--- src/rtl/core/i2cbm_pkg.sv ---
// i2cbm_pkg: shared types and constants for the i2c register burst master
// used by every module under rtl/core but i2cbm_props; depends on nothing
package i2cbm_pkg;

  // command codes carried in s_tuser
  typedef enum logic [1:0] {
    OP_SLOT  = 2'd0,
    OP_WRITE = 2'd1,
    OP_READ  = 2'd2,
    OP_NONE  = 2'd3
  } op_t;

  // configuration register indexes
  localparam logic CFG_DEV_ADDR    = 1'b0;
  localparam logic CFG_ACK_TIMEOUT = 1'b1;

  // configuration reset values
  localparam logic [7:0] DEV_ADDR_RESET    = 8'h64;
  localparam logic [7:0] ACK_TIMEOUT_RESET = 8'd250;

  localparam logic [3:0] BITS_PER_BYTE = 4'd8;

  // sequencer phases, one-hot
  typedef enum logic [8:0] {
    PH_IDLE    = 9'b000000001,
    PH_START   = 9'b000000010,
    PH_RESTART = 9'b000000100,
    PH_DEV     = 9'b000001000,
    PH_REG     = 9'b000010000,
    PH_DATA    = 9'b000100000,
    PH_DEVR    = 9'b001000000,
    PH_RECV    = 9'b010000000,
    PH_STOP    = 9'b100000000
  } phase_t;

  // sequencer state
  typedef struct packed {
    phase_t     phase;
    logic [1:0] slot_in_bit;
    logic [3:0] bit_index;
    logic [7:0] shift_reg;
    logic [7:0] bytes_left;
    logic [7:0] ack_wait_count;
    logic [7:0] latched_register;
    logic       is_read;
    logic       outcome_ok;
  } seq_state_t;

  // configuration values seen by the sequencer
  typedef struct packed {
    logic [7:0] device_write_address;
    logic [7:0] ack_timeout;
  } cfg_t;

  // one result item, first field in the highest bit when packed
  typedef struct packed {
    logic       success;
    logic       done_res;
    logic       busy_res;
    logic       read_valid;
    logic [7:0] read_byte;
    logic       data_request;
    logic       sda_enable;
    logic       sda_level;
    logic       scl_level;
  } result_t;

endpackage

--- src/rtl/core/i2cbm_cfg.sv ---
// i2cbm_cfg: configuration registers (device address, ack timeout)
// depends on i2cbm_pkg
module i2cbm_cfg import i2cbm_pkg::*; (
  input  logic       clk,
  input  logic       rst,
  input  logic       cfg_we,
  input  logic       cfg_index,
  input  logic [7:0] cfg_data,
  output cfg_t       cfg
);

  // register writes, decoded by index
  always_ff @(posedge clk) begin
    if (rst) begin
      cfg.device_write_address <= DEV_ADDR_RESET;
      cfg.ack_timeout          <= ACK_TIMEOUT_RESET;
    end else if (cfg_we) begin
      unique case (cfg_index)
        CFG_DEV_ADDR:    cfg.device_write_address <= cfg_data;
        CFG_ACK_TIMEOUT: cfg.ack_timeout          <= cfg_data;
        default: ;
      endcase
    end
  end

endmodule

--- src/rtl/core/i2cbm_step.sv ---
// i2cbm_step: next-state and result logic for one bus time slot
// depends on i2cbm_pkg
module i2cbm_step import i2cbm_pkg::*; (
  input  seq_state_t st,
  input  cfg_t       cfg,
  input  logic [1:0] operation,
  input  logic [7:0] register_address,
  input  logic [7:0] byte_count,
  input  logic [7:0] write_byte,
  input  logic       sda_sample,
  output seq_state_t st_next,
  output result_t    res
);

  seq_state_t n;
  logic       scl;
  logic       sda;
  logic       en;
  logic       req;
  logic [7:0] dec;

  always_comb begin
    n   = st;
    scl = 1'b1;
    sda = 1'b1;
    en  = 1'b0;
    req = 1'b0;
    dec = 8'd0;
    res = '0;
    res.busy_res = 1'b1;

    // command start from idle
    if (st.phase == PH_IDLE && (operation == OP_WRITE || operation == OP_READ)) begin
      n.is_read          = (operation == OP_READ);
      n.latched_register = register_address;
      n.bytes_left       = (operation == OP_READ && byte_count == 8'd0) ? 8'd1 : byte_count;
      n.outcome_ok       = 1'b1;
      n.ack_wait_count   = 8'd0;
      n.bit_index        = 4'd0;
      n.phase            = PH_START;
      n.slot_in_bit      = 2'd1;
    end

    unique case (n.phase)
      // start and repeated start
      PH_START, PH_RESTART: begin
        en = 1'b1;
        if (n.slot_in_bit == 2'd0) begin
          scl = 1'b0;
          n.slot_in_bit = 2'd1;
        end else if (n.slot_in_bit == 2'd1) begin
          n.slot_in_bit = 2'd2;
        end else begin
          sda = 1'b0;
          n.slot_in_bit = 2'd0;
          n.bit_index   = 4'd0;
          if (n.phase == PH_START) begin
            n.shift_reg = cfg.device_write_address;
            n.phase     = PH_DEV;
          end else begin
            n.shift_reg = cfg.device_write_address | 8'd1;
            n.phase     = PH_DEVR;
          end
        end
      end

      // byte transmit and ack wait
      PH_DEV, PH_REG, PH_DATA, PH_DEVR: begin
        if (n.bit_index < BITS_PER_BYTE) begin
          if (n.phase == PH_DATA && n.bit_index == 4'd0 && n.slot_in_bit == 2'd0) begin
            n.shift_reg = write_byte;
          end
          en  = 1'b1;
          sda = n.shift_reg[7];
          if (n.slot_in_bit == 2'd0) begin
            scl = 1'b0;
            n.slot_in_bit = 2'd1;
          end else begin
            n.slot_in_bit = 2'd0;
            n.shift_reg   = {n.shift_reg[6:0], 1'b0};
            n.bit_index   = n.bit_index + 4'd1;
            if (n.bit_index == BITS_PER_BYTE) begin
              n.ack_wait_count = 8'd0;
            end
          end
        end else if (n.slot_in_bit == 2'd0) begin
          scl = 1'b0;
          n.slot_in_bit = 2'd1;
        end else if (!sda_sample) begin
          // acked: pick the next byte
          n.slot_in_bit = 2'd0;
          n.bit_index   = 4'd0;
          if (n.phase == PH_DEV) begin
            n.shift_reg = n.latched_register;
            n.phase     = PH_REG;
          end else if (n.phase == PH_REG) begin
            if (n.is_read) begin
              n.phase = PH_RESTART;
            end else if (n.bytes_left != 8'd0) begin
              req     = 1'b1;
              n.phase = PH_DATA;
            end else begin
              n.phase = PH_STOP;
            end
          end else if (n.phase == PH_DATA) begin
            dec = (n.bytes_left != 8'd0) ? n.bytes_left - 8'd1 : 8'd0;
            n.bytes_left = dec;
            if (dec != 8'd0) begin
              req     = 1'b1;
              n.phase = PH_DATA;
            end else begin
              n.phase = PH_STOP;
            end
          end else begin
            n.phase = PH_RECV;
          end
        end else if (n.ack_wait_count >= cfg.ack_timeout) begin
          n.outcome_ok  = 1'b0;
          n.phase       = PH_STOP;
          n.slot_in_bit = 2'd0;
          n.bit_index   = 4'd0;
        end else begin
          n.ack_wait_count = n.ack_wait_count + 8'd1;
        end
      end

      // byte receive and master ack/nack
      PH_RECV: begin
        if (n.bit_index < BITS_PER_BYTE) begin
          if (n.slot_in_bit == 2'd0) begin
            scl = 1'b0;
            n.slot_in_bit = 2'd1;
          end else begin
            n.slot_in_bit = 2'd0;
            n.shift_reg   = {n.shift_reg[6:0], sda_sample};
            n.bit_index   = n.bit_index + 4'd1;
            if (n.bit_index == BITS_PER_BYTE) begin
              res.read_valid = 1'b1;
              res.read_byte  = n.shift_reg;
            end
          end
        end else begin
          en  = 1'b1;
          sda = (n.bytes_left <= 8'd1);
          if (n.slot_in_bit == 2'd0) begin
            scl = 1'b0;
            n.slot_in_bit = 2'd1;
          end else begin
            dec = (n.bytes_left != 8'd0) ? n.bytes_left - 8'd1 : 8'd0;
            n.bytes_left  = dec;
            n.phase       = (dec != 8'd0) ? PH_RECV : PH_STOP;
            n.slot_in_bit = 2'd0;
            n.bit_index   = 4'd0;
          end
        end
      end

      // stop condition
      PH_STOP: begin
        en = 1'b1;
        if (n.slot_in_bit == 2'd0) begin
          scl = 1'b0;
          sda = 1'b0;
          n.slot_in_bit = 2'd1;
        end else if (n.slot_in_bit == 2'd1) begin
          sda = 1'b0;
          n.slot_in_bit = 2'd2;
        end else begin
          res.done_res  = 1'b1;
          res.success   = n.outcome_ok;
          n.phase       = PH_IDLE;
          n.slot_in_bit = 2'd0;
          n.bit_index   = 4'd0;
        end
      end

      // idle and any stray code
      default: begin
        n.phase       = PH_IDLE;
        n.slot_in_bit = 2'd0;
        n.bit_index   = 4'd0;
        res.busy_res  = 1'b0;
      end
    endcase

    res.scl_level    = scl;
    res.sda_level    = en ? sda : 1'b1;
    res.sda_enable   = en;
    res.data_request = req;
    st_next = n;
  end

endmodule

--- src/rtl/core/i2c_register_burst_master.sv ---
// Tick-driven I2C register master. Each input item is one bus time slot and
// gives exactly one result item with the SCL/SDA drive for that slot. An item
// is taken only when ready: the sequencer state and the result register update
// together at acceptance, and the input stays ready while the result register
// is empty or being drained, so the rate is one item per clock whenever the
// output side keeps up. Writes: start, device address, register address, then
// byte_count data bytes, each asked for with data_request and taken from the
// following item's write_byte. Reads: repeated start, read address, byte_count
// bytes (zero counts as one), last byte nacked. An ack timeout ends with one
// stop and success low. The user must write configuration only while idle;
// the block does not enforce it; depends on i2cbm_pkg, i2cbm_cfg, i2cbm_step
module i2c_register_burst_master import i2cbm_pkg::*; (
  input  logic        clk,
  input  logic        rst,
  // configuration write port
  input  logic        cfg_we,
  input  logic        cfg_index,
  input  logic [7:0]  cfg_data,
  // slot items in
  input  logic        s_tvalid,
  output logic        s_tready,
  input  logic [31:0] s_tdata,  // register_address, byte_count, write_byte, sda_sample, zero pad
  input  logic [1:0]  s_tuser,  // operation
  // result items out
  output logic        m_tvalid,
  input  logic        m_tready,
  output logic [15:0] m_tdata   // scl_level, sda_level, sda_enable, data_request,
                                // read_byte, read_valid, busy_res, done_res, success
);

  cfg_t       cfg;
  seq_state_t st;
  seq_state_t st_next;
  result_t    res;
  result_t    res_reg;
  logic       accept;

  i2cbm_cfg u_cfg (
    .clk       (clk),
    .rst       (rst),
    .cfg_we    (cfg_we),
    .cfg_index (cfg_index),
    .cfg_data  (cfg_data),
    .cfg       (cfg)
  );

  i2cbm_step u_step (
    .st               (st),
    .cfg              (cfg),
    .operation        (s_tuser),
    .register_address (s_tdata[7:0]),
    .byte_count       (s_tdata[15:8]),
    .write_byte       (s_tdata[23:16]),
    .sda_sample       (s_tdata[24]),
    .st_next          (st_next),
    .res              (res)
  );

  assign s_tready = !m_tvalid || m_tready;
  assign accept   = s_tvalid && s_tready;

  // sequencer state
  always_ff @(posedge clk) begin
    if (rst) begin
      st.phase            <= PH_IDLE;
      st.slot_in_bit      <= 2'd0;
      st.bit_index        <= 4'd0;
      st.shift_reg        <= 8'd0;
      st.bytes_left       <= 8'd0;
      st.ack_wait_count   <= 8'd0;
      st.latched_register <= 8'd0;
      st.is_read          <= 1'b0;
      st.outcome_ok       <= 1'b1;
    end else if (accept) begin
      st <= st_next;
    end
  end

  // result register valid
  always_ff @(posedge clk) begin
    if (rst) begin
      m_tvalid <= 1'b0;
    end else if (accept) begin
      m_tvalid <= 1'b1;
    end else if (m_tready) begin
      m_tvalid <= 1'b0;
    end
  end

  // result payload
  always_ff @(posedge clk) begin
    if (accept) begin
      res_reg <= res;
    end
  end

  assign m_tdata = res_reg;

endmodule

--- config.mk ---
export PLATFORM = sky130hd
export DESIGN_NAME = i2c_register_burst_master
export DESIGN_NICKNAME = d
export VERILOG_FILES = /design/src/rtl/core/i2cbm_pkg.sv /design/src/rtl/core/i2cbm_cfg.sv /design/src/rtl/core/i2cbm_step.sv /design/src/rtl/core/i2c_register_burst_master.sv
export SDC_FILE = /design/constraint.sdc
export NUM_CORES = 1
export LEC_CHECK = 0
export BUFFER_PORTS_ARGS = -buffer_cell sky130_fd_sc_hd__buf_2
export CORE_ASPECT_RATIO = 0.5
export CORE_MARGIN = 2
export CORE_UTILIZATION = 45
export CTS_CLUSTER_DIAMETER = 150
export DETAILED_ROUTE_END_ITERATION = 16
export PLACE_DENSITY = 0.64
export SLEW_MARGIN = 40
export SYNTH_ARGS = -nofsm -noshare
export SYNTH_HDL_FRONTEND = slang
export SYNTH_HIERARCHICAL = 1
export SYNTH_SLANG_ARGS = --single-unit
--- constraint.sdc ---
create_clock -name clk -period 7.9 [get_ports clk]
set_input_delay 0 -clock clk [delete_from_list [all_inputs] [get_ports clk]]
set_output_delay 0 -clock clk [all_outputs]
set_load 0.1 [all_outputs]
Word-level counts from Yosys, hierarchy flattened
Index checks and enable logic that the tools add are counted.
- $add $sub $neg: 3
- $lt $le $gt $ge: 3
- equal/unequal tests: 20
- multiplexer cells: 82
- bitwise operators: 6
- reductions and logical operators: 27
- operators by type and width (operator ; number):
    9-bit two-way mux ; 16
    8-bit two-way mux ; 17
    15-bit one-hot mux with 4 select lines ; 1
    12-bit two-way mux ; 4
    15-bit two-way mux ; 3
    28-bit two-way mux ; 1
    26-bit two-way mux ; 1
    1-bit two-way mux ; 25
    8-bit one-hot mux with 3 select lines ; 1
    16-bit two-way mux ; 1
    4-bit two-way mux ; 4
    8-bit one-hot mux with 2 select lines ; 1
    8-bit nonzero test ; 2
    14-bit two-way mux ; 1
    9-bit by 1-bit equality test with 1-bit output (second input constant) ; 1
    9-bit by 2-bit equality test with 1-bit output (second input constant) ; 1
    9-bit by 3-bit equality test with 1-bit output (second input constant) ; 1
    9-bit by 4-bit equality test with 1-bit output (second input constant) ; 1
    9-bit by 5-bit equality test with 1-bit output (second input constant) ; 1
    9-bit by 6-bit equality test with 1-bit output (second input constant) ; 1
    9-bit by 7-bit equality test with 1-bit output (second input constant) ; 1
    9-bit by 8-bit equality test with 1-bit output (second input constant) ; 1
    9-bit equality test (second input constant) ; 1
    9-bit AND reduction ; 1
    32 further kinds ; 53
- register bits after elaboration: 82
- bits of input ports: 48
- output and inout port bits: 18
- word-level logic and storage cells: 162

Logic depth before layout (Yosys ltp)
- word-level depth: 15
- mapped depth: 21
- gate-level depth less buffers: 17

Cells and area by module
Netlist, hierarchy kept.
- modules (own cells, without submodules) (module ; times used ; cells an instance ; area an instance (um^2) ; sequential area each (um^2)):
    i2c_register_burst_master ; 1 ; 246 ; 2827.7 ; 1481.4
    i2cbm_step ; 1 ; 458 ; 2775.2 ; 0.0
    i2cbm_cfg ; 1 ; 64 ; 660.6 ; 320.3

Least setup slack after synthesis
No wires, ideal clock.
- path kind: flip-flop to flip-flop
- from: register, netlist name st[41]
- to: register, netlist name st[17]
- setup time: 0.066 ns
- arrival: 3.888 ns
- data required time: 7.834 ns
- path slack: 3.946 ns
- cell stages (with the launch flop): 20
- path buffers: 5
- clock period less this slack: 3.954 ns
- cell sequence: dfxtp_1 > buf_6 > nor4b_1 > nand3_2 > buf_6 > buf_2 > clkbuf_1 > buf_2 > nand2_1 > inv_1 > ha_1 > o2111a_1 > a21oi_1 > nand2_1 > nor3_1 > nand4_1 > or3_1 > o21ai_0 > nand3_1 > a21oi_2

==> impl_metrics.tcl <==
set metrics [dict create \
    result_of_the_run "complete, no violations" \
    insertedDiodeCount 0 \
    finalMaxSlewViolations 0 \
    fin_ws_ns 3.37 \
    grt_start_max_net_pins 97 \
    syn_area_um2 6260 \
    fmax_mhz 221 \
    die_area_um2 14900 \
    syn-instance-count 768 \
    place_hpwl_mm 11.5 \
    final_min_period_over_clock_period_pct 57.4 \
    area.growth.synth_to_final_pct 9.41 \
    cts_sinks 82 \
    drive_above_1_share_pct 17.8 \
    yosys_warnings 6 \
    placedInstanceArea_um2 6460 \
    drt_iter0_drc 601 \
    die_height_um 87.4 \
    initial_antenna_violation_count 0 \
    synth.net_count 831 \
    r2r_cells 13 \
    whs_path_depth 5 \
    cts_tree "yes" \
    worst_hold_path_type "primary input to register" \
    ys_top_cells_by_area "dfxtp_1 (21%), a21bo_1 (7.7%), edfxtp_1 (7.7%)" \
    grt_remaining_overflow 0 \
    ys_seq_area_share_pct 28.8 \
    avgViaCountPerCell 5.98 \
    design_area_um2 6850 \
    tightestPinTransition_ns 0.858 \
    final_hold_violation_count 0 \
    synth-edff-count 16 \
    synth_top_cell_area_share_pct 21.1 \
    grt-busiest-layer "met2" \
    synthMostInstantiatedCell "nand3_1" \
    synth_seq_cells 82 \
    cts.htree.levels 3 \
    rsz_0062_raised_after_global_routing "no" \
    drt-wirelength-per-cell_um 17.1 \
    worstPathMaxFanout 40 \
    track_usage_pct 23.1 \
    place_inst 959 \
    max_cap_violations 0 \
    design.core.area_um2 13600 \
    drc 0 \
    port_buffers 58 \
    critPathRequiredTime_ns 8.11 \
    effective_utilization_at_floorplan_pct 46.1 \
    detailroute.via_count 5875 \
    worst_slew_margin_rel_pct 42.8 \
    groute.layer.met2.usage_pct 36.5 \
    finalCriticalPeriod_ns 4.53 \
    power-per-cell-area_nw_per_um2 170 \
    power_leakage_nw 2.62 \
    postCtsSetupRepairBufs 0 \
    cts.root.buffer_cell "clkbuf_16" \
    drt.antenna.violating_nets 0 \
    final_core_utilization_pct 50.4 \
    synth.cells.most_frequent "nand3_1 (70), dfxtp_1 (66), nor2_1 (61)" \
    crit_path_end_kind "register" \
    asyncSetResetFlopFracSynth_pct 0 \
    grt_pass1_vias 5350 \
    cts.reportedPaths.clkPinSlew_ns 0.07 \
    cts-buffers-inserted 9 \
    routed_wl_mm 16.8 \
    met1_usage_pct 32.9 \
    clock_latency_ns 0.35 \
    floorplan.die.width_um 171 \
    worst-endpoint-arrival_ns 4.74 \
    first_pass_iters 5 \
    worst_vdd_rail_ir_drop_mv 0.104 \
    postSynthAreaPerCell_um2 8.16 \
    finalNetCount 849 \
    placement_rows 30 \
    global_route_wire_length_before_repair_mm 27.4 \
    critical_path_startpoint_category "register" \
    synthDominantAreaCellType "dfxtp_1" \
    timing.setup.critical_path_class "register to register" \
    pre_cts_slack_ns 3.01 \
    synth_cell_types 75 \
    skew_ns 0.0138 \
    global_route.usage.met3_pct 3.82 \
    synth_flop_cell "dfxtp_1" \
    gp_congestion 0.934 \
    post_layout_nonfiller_instances 983 \
    setup_viol 0 \
    cts_max_path_buffers 2 \
    totalNegativeSetupSlack_ns 0 \
    design.portCount 66 \
]
## per-stage QoR
stage | hold slack, ns | total power, W
after floorplan | 0.147 | 0.000696
final | 0.00996 | 0.00117
after detailed placement | 0.281 | 0.000755
after CTS | 0.00495 | 0.00117
after global placement | 0.269 | 0.000744
after global routing | 0.0331 | 0.00122
## routing by layer
layer,wire [um],up-vias
met4,175,0
li1,-,2877
met3,1100,17
met5,0,-
met2,7380,224
met1,8200,2757
## logic make-up (layout without fill, tap and decap cells)
logic type                 after synthesis  count (layout)  synth area share [%]
AOI/OAI and AO/OA                      255             255                  30.0
muxes                                   29              29                  4.83
xor gates and xnor gates                 2               2                 0.280
adders and majority gates               15              15                  3.00
DFF                                     82              82                  28.8
buffers and inverters                   94             117                  8.67
and+or+nand+nor                        291             291                  24.4
## what timing repair did
item / CTS / global route
hold buffers: 8 / 0
hold endpoints to repair: 15 / 0
gates resized for setup: 0 / 0
## placed cells by master, fill, tap and decap left out, types with 19 or more instances in the layout
cell and instances:
nand2_1 47, nor2_1 59, nand3_1 70, inv_1 26, dfxtp_1 66, a21bo_1 48, o21ai_0 41, mux2i_1 19
nor3_1 21, a21oi_1 48, and3_1 19, buf_2 58, a21oi_2 28
## state kept, by name, summed over array words and instances, names as in the netlist
register   count
m_tdata       16
st            49
u_cfg/cfg     16
m_tvalid       1
## report_power, final
part	switching (W)	internal (W)
registers	0.0000141	0.000445
logic	0.000199	0.0000962
clock network	0.000192	0.000219
total	0.000405	0.000760
## worst max-delay path, cell delays in order, from the launching register on
cell and delay, ns:
dfxtp_1 0.40, nor3_1 0.61, nand3_4 0.57, and2_1 0.39
ha_1 0.30, o2111a_1 0.21, nand2_1 0.06, o32ai_1 0.59
nor2_1 0.29, o21a_1 0.39, a22o_1 0.24, a32o_1 0.20
nand3_1 0.07, a21oi_1 0.07
## final timing paths
| check | slack [ns] | startpoint | to |
|---|---|---|---|
| hold / removal | 0.01 | s_tdata[6] | st[8] |
| setup / recovery | 3.37 | st[43] | st[35] |
| hold reg to reg | 0.46 | u_cfg/cfg[7] | u_cfg/cfg[7] |
| setup reg to reg | 3.37 | st[43] | st[35] |
## area by class of cell
type,count,area [um2]
Sequential cell,82,1800
Timing Repair Buffer,74,470
Clock buffer,9,225
Fill cell,1314,6740
Multi-Input combinational cell,592,3950
Inverter,27,101
Clock inverter,7,60.1
Tap cell,192,240
No activity file was read; power rests on OpenSTA's default activity.
